### src/hdl/bgmc_pkg.sv
// Package: types, codes and helpers of the button gesture mode controller
package bgmc_pkg;

  localparam int unsigned TIMER_BITS = 16;
  localparam int unsigned DEB_W      = 10;
  localparam int unsigned GAP_W      = 12;
  localparam int unsigned LONG_W     = 16;
  localparam int unsigned CMP_W      = (TIMER_BITS > LONG_W) ? TIMER_BITS : LONG_W;
  localparam int unsigned APB_ADDR_W = 4;
  localparam int unsigned APB_DATA_W = 32;

  typedef logic [TIMER_BITS-1:0] timer_t;
  typedef logic [CMP_W-1:0]      cmp_t;

  typedef enum logic [1:0] {
    REG_DEBOUNCE   = 2'd0,
    REG_DOUBLE_GAP = 2'd1,
    REG_LONG_PRESS = 2'd2
  } reg_idx_e;

  typedef enum logic [1:0] {
    GEST_NONE   = 2'd0,
    GEST_SINGLE = 2'd1,
    GEST_LONG   = 2'd2,
    GEST_DOUBLE = 2'd3
  } gesture_e;

  typedef enum logic [2:0] {
    CMD_NONE     = 3'd0,
    CMD_PAUSE    = 3'd1,
    CMD_RESUME   = 3'd2,
    CMD_PREVIOUS = 3'd3,
    CMD_NEXT     = 3'd4,
    CMD_VOL_DOWN = 3'd5,
    CMD_VOL_UP   = 3'd6
  } command_e;

  typedef enum logic [2:0] {
    MODE_PLAY  = 3'b001,
    MODE_TRACK = 3'b010,
    MODE_VOL   = 3'b100
  } mode_e;

  localparam logic [1:0] MODE_CODE_PLAY  = 2'd0;
  localparam logic [1:0] MODE_CODE_TRACK = 2'd1;
  localparam logic [1:0] MODE_CODE_VOL   = 2'd2;

  localparam logic [1:0] PLAY_STATE_PLAYING = 2'd1;
  localparam logic [1:0] PLAY_STATE_WAITING = 2'd2;

  typedef struct packed {
    logic [DEB_W-1:0]  debounce_ms;
    logic [GAP_W-1:0]  double_gap_ms;
    logic [LONG_W-1:0] long_press_ms;
  } cfg_t;

  typedef struct packed {
    logic       valid;
    logic       raw_level;
    logic [1:0] play_state;
  } word_t;

  function automatic timer_t sat_inc(input timer_t v);
    sat_inc = (v == '1) ? v : v + timer_t'(1);
  endfunction

endpackage

### src/hdl/bgmc_regs.sv
// Configuration register file behind the APB-style port
module bgmc_regs (
  input  logic                                 clk_i,
  input  logic                                 rst_ni,
  input  logic                                 psel,
  input  logic                                 penable,
  input  logic                                 pwrite,
  input  logic [bgmc_pkg::APB_ADDR_W-1:0]      paddr,
  input  logic [bgmc_pkg::APB_DATA_W-1:0]      pwdata,
  output logic [bgmc_pkg::APB_DATA_W-1:0]      prdata,
  output logic                                 pready,
  output bgmc_pkg::cfg_t                       cfg_o
);

  bgmc_pkg::cfg_t cfg_q, cfg_d;
  logic           wr_en;
  logic [1:0]     reg_sel;

  assign pready  = 1'b1;
  assign wr_en   = psel && penable && pwrite;
  assign reg_sel = paddr[3:2];

  always_comb begin
    cfg_d = cfg_q;
    if (wr_en) begin
      unique case (reg_sel)
        bgmc_pkg::REG_DEBOUNCE:   cfg_d.debounce_ms   = pwdata[bgmc_pkg::DEB_W-1:0];
        bgmc_pkg::REG_DOUBLE_GAP: cfg_d.double_gap_ms = pwdata[bgmc_pkg::GAP_W-1:0];
        bgmc_pkg::REG_LONG_PRESS: cfg_d.long_press_ms = pwdata[bgmc_pkg::LONG_W-1:0];
        default: ;
      endcase
    end
  end

  always_comb begin
    unique case (reg_sel)
      bgmc_pkg::REG_DEBOUNCE:
        prdata = bgmc_pkg::APB_DATA_W'(cfg_q.debounce_ms);
      bgmc_pkg::REG_DOUBLE_GAP:
        prdata = bgmc_pkg::APB_DATA_W'(cfg_q.double_gap_ms);
      bgmc_pkg::REG_LONG_PRESS:
        prdata = bgmc_pkg::APB_DATA_W'(cfg_q.long_press_ms);
      default:
        prdata = '0;
    endcase
  end

  always_ff @(posedge clk_i or negedge rst_ni) begin
    if (!rst_ni) begin
      cfg_q.debounce_ms   <= bgmc_pkg::DEB_W'(50);
      cfg_q.double_gap_ms <= bgmc_pkg::GAP_W'(250);
      cfg_q.long_press_ms <= bgmc_pkg::LONG_W'(800);
    end else begin
      cfg_q <= cfg_d;
    end
  end

  assign cfg_o = cfg_q;

endmodule

### src/hdl/bgmc_debounce.sv
// Lockout debouncer of the raw button level
module bgmc_debounce (
  input  logic                          clk_i,
  input  logic                          rst_ni,
  input  logic                          step_i,
  input  logic                          raw_level_i,
  input  logic [bgmc_pkg::DEB_W-1:0]    debounce_ms_i,
  output logic                          clean_level_o
);

  logic             started_q, started_d;
  logic             stable_q, stable_d;
  bgmc_pkg::timer_t since_change_q, since_change_d;

  always_comb begin
    started_d      = 1'b1;
    stable_d       = stable_q;
    since_change_d = bgmc_pkg::sat_inc(since_change_q);
    if (!started_q) begin
      stable_d       = raw_level_i;
      since_change_d = '0;
    end
    if ((bgmc_pkg::CMP_W'(since_change_d) > bgmc_pkg::CMP_W'(debounce_ms_i)) &&
        (raw_level_i != stable_d)) begin
      stable_d       = raw_level_i;
      since_change_d = '0;
    end
  end

  always_ff @(posedge clk_i or negedge rst_ni) begin
    if (!rst_ni) begin
      started_q      <= 1'b0;
      stable_q       <= 1'b0;
      since_change_q <= '0;
    end else if (step_i) begin
      started_q      <= started_d;
      stable_q       <= stable_d;
      since_change_q <= since_change_d;
    end
  end

  assign clean_level_o = stable_d;

endmodule

### src/hdl/bgmc_gesture.sv
// Single, double and long press classifier
module bgmc_gesture (
  input  logic                          clk_i,
  input  logic                          rst_ni,
  input  logic                          step_i,
  input  logic                          clean_level_i,
  input  logic [bgmc_pkg::GAP_W-1:0]    double_gap_ms_i,
  input  logic [bgmc_pkg::LONG_W-1:0]   long_press_ms_i,
  output bgmc_pkg::gesture_e            gesture_o
);

  logic             held_q, held_d;
  logic             await_q, await_d;
  logic             armed_q, armed_d;
  logic             done_q, done_d;
  bgmc_pkg::timer_t since_press_q, since_press_d;
  bgmc_pkg::timer_t since_release_q, since_release_d;

  always_comb begin
    held_d          = held_q;
    await_d         = await_q;
    armed_d         = armed_q;
    done_d          = done_q;
    since_press_d   = bgmc_pkg::sat_inc(since_press_q);
    since_release_d = bgmc_pkg::sat_inc(since_release_q);
    gesture_o       = bgmc_pkg::GEST_NONE;

    if (clean_level_i && !held_d) begin
      held_d        = 1'b1;
      since_press_d = '0;
      armed_d       = 1'b1;
      done_d        = 1'b0;
    end
    if (!clean_level_i && held_d) begin
      held_d          = 1'b0;
      since_release_d = '0;
      if (done_d) begin
        armed_d = 1'b0;
      end else if (await_d) begin
        await_d   = 1'b0;
        gesture_o = bgmc_pkg::GEST_DOUBLE;
      end else begin
        await_d = 1'b1;
      end
    end
    if (held_d && armed_d && !done_d &&
        (bgmc_pkg::CMP_W'(since_press_d) > bgmc_pkg::CMP_W'(long_press_ms_i))) begin
      gesture_o = bgmc_pkg::GEST_LONG;
      done_d    = 1'b1;
      armed_d   = 1'b0;
    end
    if (await_d &&
        (bgmc_pkg::CMP_W'(since_release_d) > bgmc_pkg::CMP_W'(double_gap_ms_i))) begin
      await_d   = 1'b0;
      gesture_o = bgmc_pkg::GEST_SINGLE;
    end
  end

  always_ff @(posedge clk_i or negedge rst_ni) begin
    if (!rst_ni) begin
      held_q          <= 1'b0;
      await_q         <= 1'b0;
      armed_q         <= 1'b0;
      done_q          <= 1'b0;
      since_press_q   <= '0;
      since_release_q <= '0;
    end else if (step_i) begin
      held_q          <= held_d;
      await_q         <= await_d;
      armed_q         <= armed_d;
      done_q          <= done_d;
      since_press_q   <= since_press_d;
      since_release_q <= since_release_d;
    end
  end

endmodule

### src/hdl/bgmc_mode.sv
// Three-mode controller that turns gestures into player commands
module bgmc_mode (
  input  logic                 clk_i,
  input  logic                 rst_ni,
  input  logic                 step_i,
  input  bgmc_pkg::gesture_e   gesture_i,
  input  logic [1:0]           play_state_i,
  output bgmc_pkg::command_e   command_o,
  output logic [1:0]           mode_o
);

  bgmc_pkg::mode_e mode_q, mode_d;

  always_comb begin
    mode_d    = mode_q;
    command_o = bgmc_pkg::CMD_NONE;
    if (gesture_i != bgmc_pkg::GEST_NONE) begin
      unique case (mode_q)
        bgmc_pkg::MODE_PLAY: begin
          unique case (gesture_i)
            bgmc_pkg::GEST_SINGLE: begin
              if (play_state_i == bgmc_pkg::PLAY_STATE_PLAYING) begin
                command_o = bgmc_pkg::CMD_PAUSE;
              end else if (play_state_i == bgmc_pkg::PLAY_STATE_WAITING) begin
                command_o = bgmc_pkg::CMD_RESUME;
              end
            end
            bgmc_pkg::GEST_DOUBLE: mode_d = bgmc_pkg::MODE_TRACK;
            default:               mode_d = bgmc_pkg::MODE_VOL;
          endcase
        end
        bgmc_pkg::MODE_TRACK: begin
          unique case (gesture_i)
            bgmc_pkg::GEST_SINGLE: command_o = bgmc_pkg::CMD_PREVIOUS;
            bgmc_pkg::GEST_DOUBLE: command_o = bgmc_pkg::CMD_NEXT;
            default:               mode_d    = bgmc_pkg::MODE_PLAY;
          endcase
        end
        bgmc_pkg::MODE_VOL: begin
          unique case (gesture_i)
            bgmc_pkg::GEST_SINGLE: command_o = bgmc_pkg::CMD_VOL_DOWN;
            bgmc_pkg::GEST_DOUBLE: command_o = bgmc_pkg::CMD_VOL_UP;
            default:               mode_d    = bgmc_pkg::MODE_PLAY;
          endcase
        end
        default: ;
      endcase
    end
  end

  always_comb begin
    unique case (mode_d)
      bgmc_pkg::MODE_TRACK: mode_o = bgmc_pkg::MODE_CODE_TRACK;
      bgmc_pkg::MODE_VOL:   mode_o = bgmc_pkg::MODE_CODE_VOL;
      default:              mode_o = bgmc_pkg::MODE_CODE_PLAY;
    endcase
  end

  always_ff @(posedge clk_i or negedge rst_ni) begin
    if (!rst_ni) begin
      mode_q <= bgmc_pkg::MODE_PLAY;
    end else if (step_i) begin
      mode_q <= mode_d;
    end
  end

endmodule

### src/hdl/button_gesture_mode_controller.sv
// Top level: input register, per-tick update and result register
// An accepted word waits in the input register, and its result is registered in
// the result register unless the output stalls. Throughput: one word per cycle
// while the output is not stalled; all state updates fit between the two registers.
// Reset: asynchronous, active low; clears the input register, the result valid flag,
// all gesture state and restores the configuration registers to 50, 250 and 800.
module button_gesture_mode_controller (
  input  logic                             clk_i,
  input  logic                             rst_ni,
  input  logic                             in_valid_i,
  output logic                             in_stall_o,
  input  logic                             raw_level_i,
  input  logic [1:0]                       play_state_i,
  output logic                             out_valid_o,
  input  logic                             out_stall_i,
  output logic [1:0]                       gesture_o,
  output logic [2:0]                       command_o,
  output logic [1:0]                       mode_o,
  output logic                             clean_level_o,
  input  logic                             psel,
  input  logic                             penable,
  input  logic                             pwrite,
  input  logic [bgmc_pkg::APB_ADDR_W-1:0]  paddr,
  input  logic [bgmc_pkg::APB_DATA_W-1:0]  pwdata,
  output logic [bgmc_pkg::APB_DATA_W-1:0]  prdata,
  output logic                             pready
);

  bgmc_pkg::cfg_t     cfg;
  bgmc_pkg::word_t    in_q, in_d;
  bgmc_pkg::gesture_e gesture;
  bgmc_pkg::command_e command;
  logic               clean_level;
  logic [1:0]         mode;
  logic               advance;
  logic               step;
  logic               in_accept;

  logic               out_valid_q, out_valid_d;
  logic [1:0]         gesture_q;
  logic [2:0]         command_q;
  logic [1:0]         mode_q;
  logic               clean_q;

  assign advance    = !(out_valid_q && out_stall_i);
  assign step       = in_q.valid && advance;
  assign in_stall_o = in_q.valid && !advance;
  assign in_accept  = in_valid_i && !in_stall_o;

  always_comb begin
    in_d = in_q;
    if (in_accept) begin
      in_d.valid      = 1'b1;
      in_d.raw_level  = raw_level_i;
      in_d.play_state = play_state_i;
    end else if (advance) begin
      in_d.valid = 1'b0;
    end
  end

  assign out_valid_d = advance ? in_q.valid : out_valid_q;

  bgmc_regs u_regs (
    .clk_i   (clk_i),
    .rst_ni  (rst_ni),
    .psel    (psel),
    .penable (penable),
    .pwrite  (pwrite),
    .paddr   (paddr),
    .pwdata  (pwdata),
    .prdata  (prdata),
    .pready  (pready),
    .cfg_o   (cfg)
  );

  bgmc_debounce u_debounce (
    .clk_i         (clk_i),
    .rst_ni        (rst_ni),
    .step_i        (step),
    .raw_level_i   (in_q.raw_level),
    .debounce_ms_i (cfg.debounce_ms),
    .clean_level_o (clean_level)
  );

  bgmc_gesture u_gesture (
    .clk_i           (clk_i),
    .rst_ni          (rst_ni),
    .step_i          (step),
    .clean_level_i   (clean_level),
    .double_gap_ms_i (cfg.double_gap_ms),
    .long_press_ms_i (cfg.long_press_ms),
    .gesture_o       (gesture)
  );

  bgmc_mode u_mode (
    .clk_i        (clk_i),
    .rst_ni       (rst_ni),
    .step_i       (step),
    .gesture_i    (gesture),
    .play_state_i (in_q.play_state),
    .command_o    (command),
    .mode_o       (mode)
  );

  always_ff @(posedge clk_i or negedge rst_ni) begin
    if (!rst_ni) begin
      in_q        <= '0;
      out_valid_q <= 1'b0;
    end else begin
      in_q        <= in_d;
      out_valid_q <= out_valid_d;
    end
  end

  always_ff @(posedge clk_i) begin
    if (step) begin
      gesture_q <= gesture;
      command_q <= command;
      mode_q    <= mode;
      clean_q   <= clean_level;
    end
  end

  assign out_valid_o   = out_valid_q;
  assign gesture_o     = gesture_q;
  assign command_o     = command_q;
  assign mode_o        = mode_q;
  assign clean_level_o = clean_q;

endmodule

### config.mk
export PLATFORM = sky130hd
export DESIGN_NAME = button_gesture_mode_controller
export DESIGN_NICKNAME = d
export VERILOG_FILES = /design/src/hdl/bgmc_pkg.sv /design/src/hdl/bgmc_regs.sv /design/src/hdl/bgmc_debounce.sv /design/src/hdl/bgmc_gesture.sv /design/src/hdl/bgmc_mode.sv /design/src/hdl/button_gesture_mode_controller.sv
export SDC_FILE = /design/constraint.sdc
export NUM_CORES = 1
export LEC_CHECK = 0
export ABC_AREA = 1
export BUFFER_PORTS_ARGS = -buffer_cell sky130_fd_sc_hd__buf_2
export CAP_MARGIN = 15
export CORE_MARGIN = 3
export CORE_UTILIZATION = 59
export CTS_CLUSTER_SIZE = 28
export DETAILED_ROUTE_END_ITERATION = 12
export PLACE_DENSITY = 0.77
export SETUP_SLACK_MARGIN = 0.02
export SLEW_MARGIN = 0
export SYNTH_ARGS = -nofsm -noshare
export SYNTH_HDL_FRONTEND = slang
export SYNTH_SLANG_ARGS = --single-unit
### constraint.sdc
create_clock -name clk_i -period 6.5 [get_ports clk_i]
set_input_delay 1.3 -clock clk_i [delete_from_list [all_inputs] [get_ports clk_i]]
set_output_delay 1.3 -clock clk_i [all_outputs]
set_load 0.02 [all_outputs]
==> metrics, run 1 <==
Power Density=about 350 nW/µm²; Hold Path Class=flop to flop; Tmin final=5.74 ns; Routed Antenna Nets=0; Congestion Overflow GR=0; Final Hold Vio Count=0; diode count=0; CTS sink cnt=approximately 110; crit path from=u_debounce.since_change_q[0]$_DFFE_PN0P_; CP arrival=about 5.9 ns; reg2reg setup slack=0.76 ns; Crit Reg-Reg Endpoint=mode_o[0]$_DFFE_PP_; max-cap violations=0; Mapped Avg Cell Area=7.29 µm²; post-synth design cell area=roughly 7100 µm²; drc violations=0; Hold Crit Depth=2; Initial Util=61.1%; Num CTS Buffers=9; DR WL/cell=roughly 14 µm; detailed-route via count=~6,200; critical path class=flop to flop; share of power burned in registers=a little over a third; CP max-delay cell=dfrtp_1; DR iter-0 viols=between 400 and 500; sw frac=between 40% and 50%; fmax=174 MHz; global-route wire length before repair=26,700 µm; postcts setup bufs=0; Post-Place Worst Slack=about 0.78 ns; Distinct cells, synth=41; vias per cell=roughly 5.4; Logic pwr share=a little over two fifths; Clk pwr share=22.4%; final setup violation count=0; Setup WS post-layout=roughly 0.76 ns; Die Ht=115 µm; detailed-router iteration count before antenna repair=5; Post-Synthesis Cells=968; Pint=between 1.5 and 2 mW; Worst Setup End Kind=flop; layout cells sized above 1=11.2%; GRT Overall Usage=between 20% and 30%; max incr delay on CP=~0.46 ns; worst r2r src=u_debounce.since_change_q[0]$_DFFE_PN0P_; startpoint types=flop; Storage cell area=around 2800 µm²; data required time of the worst path=roughly 6.6 ns; Worst-Margin Slew=0.950 ns; TNS Setup=0 ns; RSZ-0062 raised after global routing=no; IR drop worst, VDD=about 0.25 mV; run status=completed; H-tree depth=3; dpl hpwl=~12,000 µm; TritonCTS clock tree=done; Pleak=~4 nW; routed wire length=~16,000 µm; flop and latch count out of synthesis=108; Seq/Total Area, Yosys=about 39%; hold path start=u_regs.cfg_o[1]$_DFFE_PN0P_; antenna violations before repair=0; CP max FO=20; Net Sw Power=around 1.1 mW; Clock Path Buffers=2; fillcell total=about 1,000; Multi-input gate area=about 3500 µm²; Buffers on Ports=53; sink of the worst hold path=u_regs.cfg_o[1]$_DFFE_PN0P_; std cell rows=39; Worst slew margin=between 30% and 40%; fin crit share=between 80% and 90%; largest net degree at the start of global routing=74; fin. max-slew vios=0; routability cong.=0.869; die area=13,300 µm²; reg2reg path depth=39; area grow syn2layout=8.75%; synth warn=0; Worst-path clk slew=roughly 0.080 ns; worst hold slack=roughly 0.5 ns; Top Ports=89; core area=11,600 µm²; Total Nets Final=between 1,000 and 1,500; Die Wd=115 µm; Worst-Skew Late Latency=0.36 ns; vias in the first global route=5,577; CTS Root Cell=clkbuf_16; clk_skew=between 0.009 and 0.01 ns
## worst max-delay path: cells and delay by family, from the launching register on
kind / cells / cell delay, ns
and+or+nand+nor: 22 / 2.31
AOI/OAI and AO/OA: 6 / 1.12
DFF: 1 / 0.46
buffers and inverters: 8 / 0.77
adders and majority gates: 3 / 0.82
## layout make-up
type	instances	share of cell area, %
inverter	151	7.38
clock inverter	7	1.34
clock buffer	9	2.93
timing repair buffer	57	3.88
tap	143	2.33
multi-input combinational	678	46.2
sequential	108	35.9
## worst max-delay path by stage
stage | to | slack [ns]
floorplan | mode_o[0]$_DFFE_PP_ | 1.65
global placement | mode_o[0]$_DFFE_PP_ | 0.81
detailed placement | mode_o[0]$_DFFE_PP_ | 0.78
CTS | mode_o[0]$_DFFE_PP_ | 0.69
global route | mode_o[1]$_DFFE_PP_ | 0.05
finish | mode_o[0]$_DFFE_PP_ | 0.76
## timing repair
action | in CTS | in global routing
gates resized for setup | 0 | 1
hold buffers | 0 | 0
endpoints found under the setup margin | 0 | 1
## cells in the mapped netlist
library cell,n,area [µm²]
inv_1,148,556
nand3_1,56,280
a211oi_1,3,22.5
o21ai_1,5,25.0
edfxtp_1,8,240
conb_1,2,7.51
o22ai_1,8,50.1
and3_1,1,6.26
nand3b_1,2,15.0
or2_2,5,31.3
buf_2,1,5.00
nand3_2,2,20.0
dfrtp_1,87,2180
inv_2,3,11.3
mux2_2,1,11.3
o21ai_0,95,475
nand4_1,16,100
nand2_2,8,50.1
buf_4,17,128
a21o_1,1,7.51
o211ai_1,2,15.0
nor4_1,5,31.3
nand2_1,246,923
nor3_1,16,80.1
o31ai_1,4,30.0
dfstp_2,13,342
o21a_1,1,7.51
or2_1,1,6.26
xnor2_1,3,26.3
o221ai_1,12,105
buf_6,2,22.5
xor2_1,10,87.6
a31oi_1,3,18.8
nor2_1,65,244
buf_1,1,3.75
a21oi_4,1,16.3
ha_1,42,526
a21oi_1,41,205
nor2_2,2,12.5
clkbuf_1,25,93.8
nor2_4,4,45.0
## stage by stage
step | cell area [µm²] | util (%) | power, mW | instances
final | 7680 | 66.4 | 2.65 | 1153
after global routing | 7680 | 66.4 | 2.89 | 1153
after CTS | 7670 | 66.3 | 2.65 | 1153
after detailed placement | 7340 | 63.5 | 2.05 | 1137
after global placement | 7340 | 63.5 | 2.03 | 1137
after floorplan | 7120 | - | 1.80 | 983
## layout by cell type, fill, tap and decap left out, types with 8 or more instances in the layout
master	instances
o22ai_1	8
o21ai_0	95
ha_1	42
a21oi_1	41
nand2_1	245
dfrtp_1	87
edfxtp_1	8
nand4_1	16
inv_1	148
conb_1	17
nand2_2	9
nor2_1	65
nor3_1	16
o221ai_1	12
clkbuf_16	9
buf_2	52
xor2_1	10
nand3_1	56
dfstp_2	13
## routing by layer
metal,vias up,share of wire [%],track usage (%)
met5,-,0,0
met2,154,45,38.1
met1,2832,48,36.8
met4,0,1.9,7.20
met3,20,4.9,4.53
li1,3184,-,-
## state kept, by name (all words and copies together) (netlist names), 2 cells and up
| signal | count |
|---|---|
| command_o | 3 |
| u_gesture.since_release_q | 16 |
| u_debounce.since_change_q | 16 |
| u_regs.cfg_o | 38 |
| gesture_o | 2 |
| mode_o | 2 |
| u_gesture.since_press_q | 16 |
| in_q | 4 |
| u_mode.mode_q | 3 |
## power by group through the flow
stage	Sequential, mW	Combinational (mW)	Clock, mW
3_3_place_gp	0.962	1.07	0
4_1_cts	0.954	1.10	0.604
5_1_grt	0.978	1.29	0.627
2_1_floorplan	0.951	0.853	0
3_5_place_dp	0.964	1.09	0
6_report	0.958	1.10	0.593
## cell families (layout without fill, tap and decap cells)
logic type | after synthesis | in the layout | synth area share (%)
AO/OA/AOI/OAI | 176 | 176 | 13.9
XOR/XNOR | 13 | 13 | 1.61
adder cells (fa/ha/maj) | 42 | 42 | 7.44
buffers and inverters | 197 | 224 | 11.6
flip-flops | 108 | 108 | 39.1
multiplexers | 1 | 1 | 0.159
other | 2 | 17 | 0.106
AND/OR/NAND/NOR | 429 | 429 | 26.1
Note: power is estimated with default switching activity, not from simulation.
==> run 2, diff against run 1 <==
Settings changed: CORE_ASPECT_RATIO set to 0.9.
==> run 2 against run 1 <==
  * Sequential power barely moved
  * Clock skew rose by 0.0023 ns
  * Worst setup slack got worse by 0.061 ns
  * Count of clock-buffer cells in the layout did not move
  * First-iteration DRC count rose by 41%
  * Global-route usage rose by 0.54 points
  * Non-clock buffer count did not move
  * Clock power fell by 5.9%
  * Register-to-register slack got worse by 0.06 ns
==> metrics, run 2 (synthesized netlist as in run 1, its figures left out) <==
Clock Path Buffers=2; family with the most delay on the worst path=simple AND/OR/NAND/NOR gates; antenna violations before repair=0; Inst Count DP=roughly 1,200; Final Hold Vio Count=0; dpl hpwl=11,700 µm; die area=approximately 13,000 µm²; drc violations=0; core area=11,600 µm²; top layer in use=met4; dpl cell area=~7400 µm²; largest net degree at the start of global routing=74; Power Density=around 340 nW/µm²; CTS Root Cell=clkbuf_16; met3 wire length=~950 µm; layout cells sized above 1=between 10% and 20%; data required time of the worst path=about 6.6 ns; max reg flops=38; worst hold slack=0.490 ns; Tmin final=just under 6 ns; routed wire length=around 16,000 µm; IR drop worst, VDD=around 0.23 mV; startpoint types=flop; TNS Setup=0 ns; routed wl met2=approximately 7100 µm; most frequent cells in the layout=245 x nand2_1, 148 x inv_1, 95 x o21ai_0; CP max-delay cell=dfrtp_1; Worst-path clk slew=approximately 0.080 ns; Pleak=roughly 4 nW; clk_skew=0.0114 ns; std cell rows=37; Die Wd=121 µm; met1 WL=around 7900 µm; non-filler cells, final=between 1,000 and 1,500; design area=7670 µm²; Worst-Skew Late Latency=0.37 ns; max-cap violations=0; fin. max-slew vios=0; Tot Pwr=around 2.6 mW; Worst Setup End Kind=flop; Die Ht=110 µm; CP bufs+invs=8; GRT Overall Usage=between 20% and 30%; fmax=172 MHz; vias in the first global route=5,545; DR iter-0 viols=around 650; diode count=0; detailed-router iteration count before antenna repair=5; CP most frequent cell=inv_1; Congestion Overflow GR=0; Buffers on Ports=between 50 and 60; DR WL/cell=about 14 µm; postcts setup bufs=0; CP max FO=20; H-tree depth=3; max incr delay on CP=between 0.4 and 0.5 ns; Num CTS Buffers=9; Worst slew margin=35.1%; run status=completed; RSZ-0062 raised after global routing=no; Worst-Margin Slew=just under 1 ns; most common cell after layout, fill and taps aside=nand2_1; fin crit share=between 80 and 90%; fillcell total=1,020; Initial Util=61.0%; Routed Antenna Nets=0; detailed-route via count=6,256; Hold Path Class=flop to flop; CTS sink cnt=108; routability cong.=between 0.8 and 0.9; Storage cell area=around 2800 µm²; vias per cell=5.37; final setup violation count=0; Top Ports=89; global-route wire length before repair=about 27,000 µm; critical path class=flop to flop; TritonCTS clock tree=done; CP arrival=5.92 ns; area grow syn2layout=8.63%; Total Nets Final=roughly 1,100; Multi-input gate area=around 3500 µm²
run 2: changes by cell type in the layout (fill, tap and decap cells not counted), sizes merged:
cell,before,now
clkinv,3,2
inv,154,155
bufinv,1,0
clkinvlp,0,1
run 2: area by class of cell:
class                           instances  share of cell area (%)
Tap cell                              156                    2.54
Clock inverter                          7                    1.01
Multi-Input combinational cell        678                    46.3
Inverter                              151                    7.39
Clock buffer                            9                    2.94
Timing Repair Buffer                   57                    3.88
Sequential cell                       108                    36.0
run 2: where the power goes:
group | internal [mW] | total, mW | leakage, nW | switching, mW
registers | 0.839 | 0.957 | 1.35 | 0.118
clock network | 0.274 | 0.558 | 0.146 | 0.285
logic | 0.366 | 1.13 | 2.43 | 0.761
total | 1.48 | 2.64 | 3.92 | 1.16
run 2: tightest hold or removal path, delay by kind of cell, from the launching register on:
kind	cells	cell delay (ns)
DFF	1	0.35
AOI/OAI and AO/OA	1	0.06
and+or+nand+nor	1	0.05
run 2: routing by layer:
| layer | vias to the layer above | GRT usage, % |
|---|---|---|
| met5 | - | 0 |
| met4 | 0 | 4.64 |
| met3 | 12 | 5.25 |
| met2 | 152 | 38.9 |
| met1 | 2907 | 38.3 |
| li1 | 3185 | - |
run 2: final timing paths:
kind,startpoint,endpoint,slack [ns],cells after the start
setup / recovery,u_debounce.since_change_q[0]$_DFFE_PN0P_,mode_o[1]$_DFFE_PP_,0.70,40
hold / removal,u_regs.cfg_o[11]$_DFFE_PN0P_,u_regs.cfg_o[11]$_DFFE_PN0P_,0.49,2
setup reg to reg,u_debounce.since_change_q[0]$_DFFE_PN0P_,mode_o[1]$_DFFE_PP_,0.70,40
hold reg to reg,u_regs.cfg_o[11]$_DFFE_PN0P_,u_regs.cfg_o[11]$_DFFE_PN0P_,0.49,2
max in group asynchronous,rst_ni,u_debounce.since_change_q[11]$_DFFE_PN0P_,4.46,2
min in group asynchronous,rst_ni,u_gesture.since_press_q[10]$_DFFE_PN0P_,0.92,1
run 2: what timing repair did:
| item | 4_1_cts | 5_1_grt |
|---|---|---|
| endpoints found under the setup margin | 0 | 2 |
| hold buffers | 0 | 0 |
| gates resized for setup | 0 | 1 |
run 2: through the flow:
stage          util, %  setup slack, ns
6_report          66.3            0.698
2_1_floorplan        -             1.65
4_1_cts           66.2            0.698
5_1_grt           66.3           0.0280
3_5_place_dp      63.6            0.744
3_3_place_gp      63.6            0.812
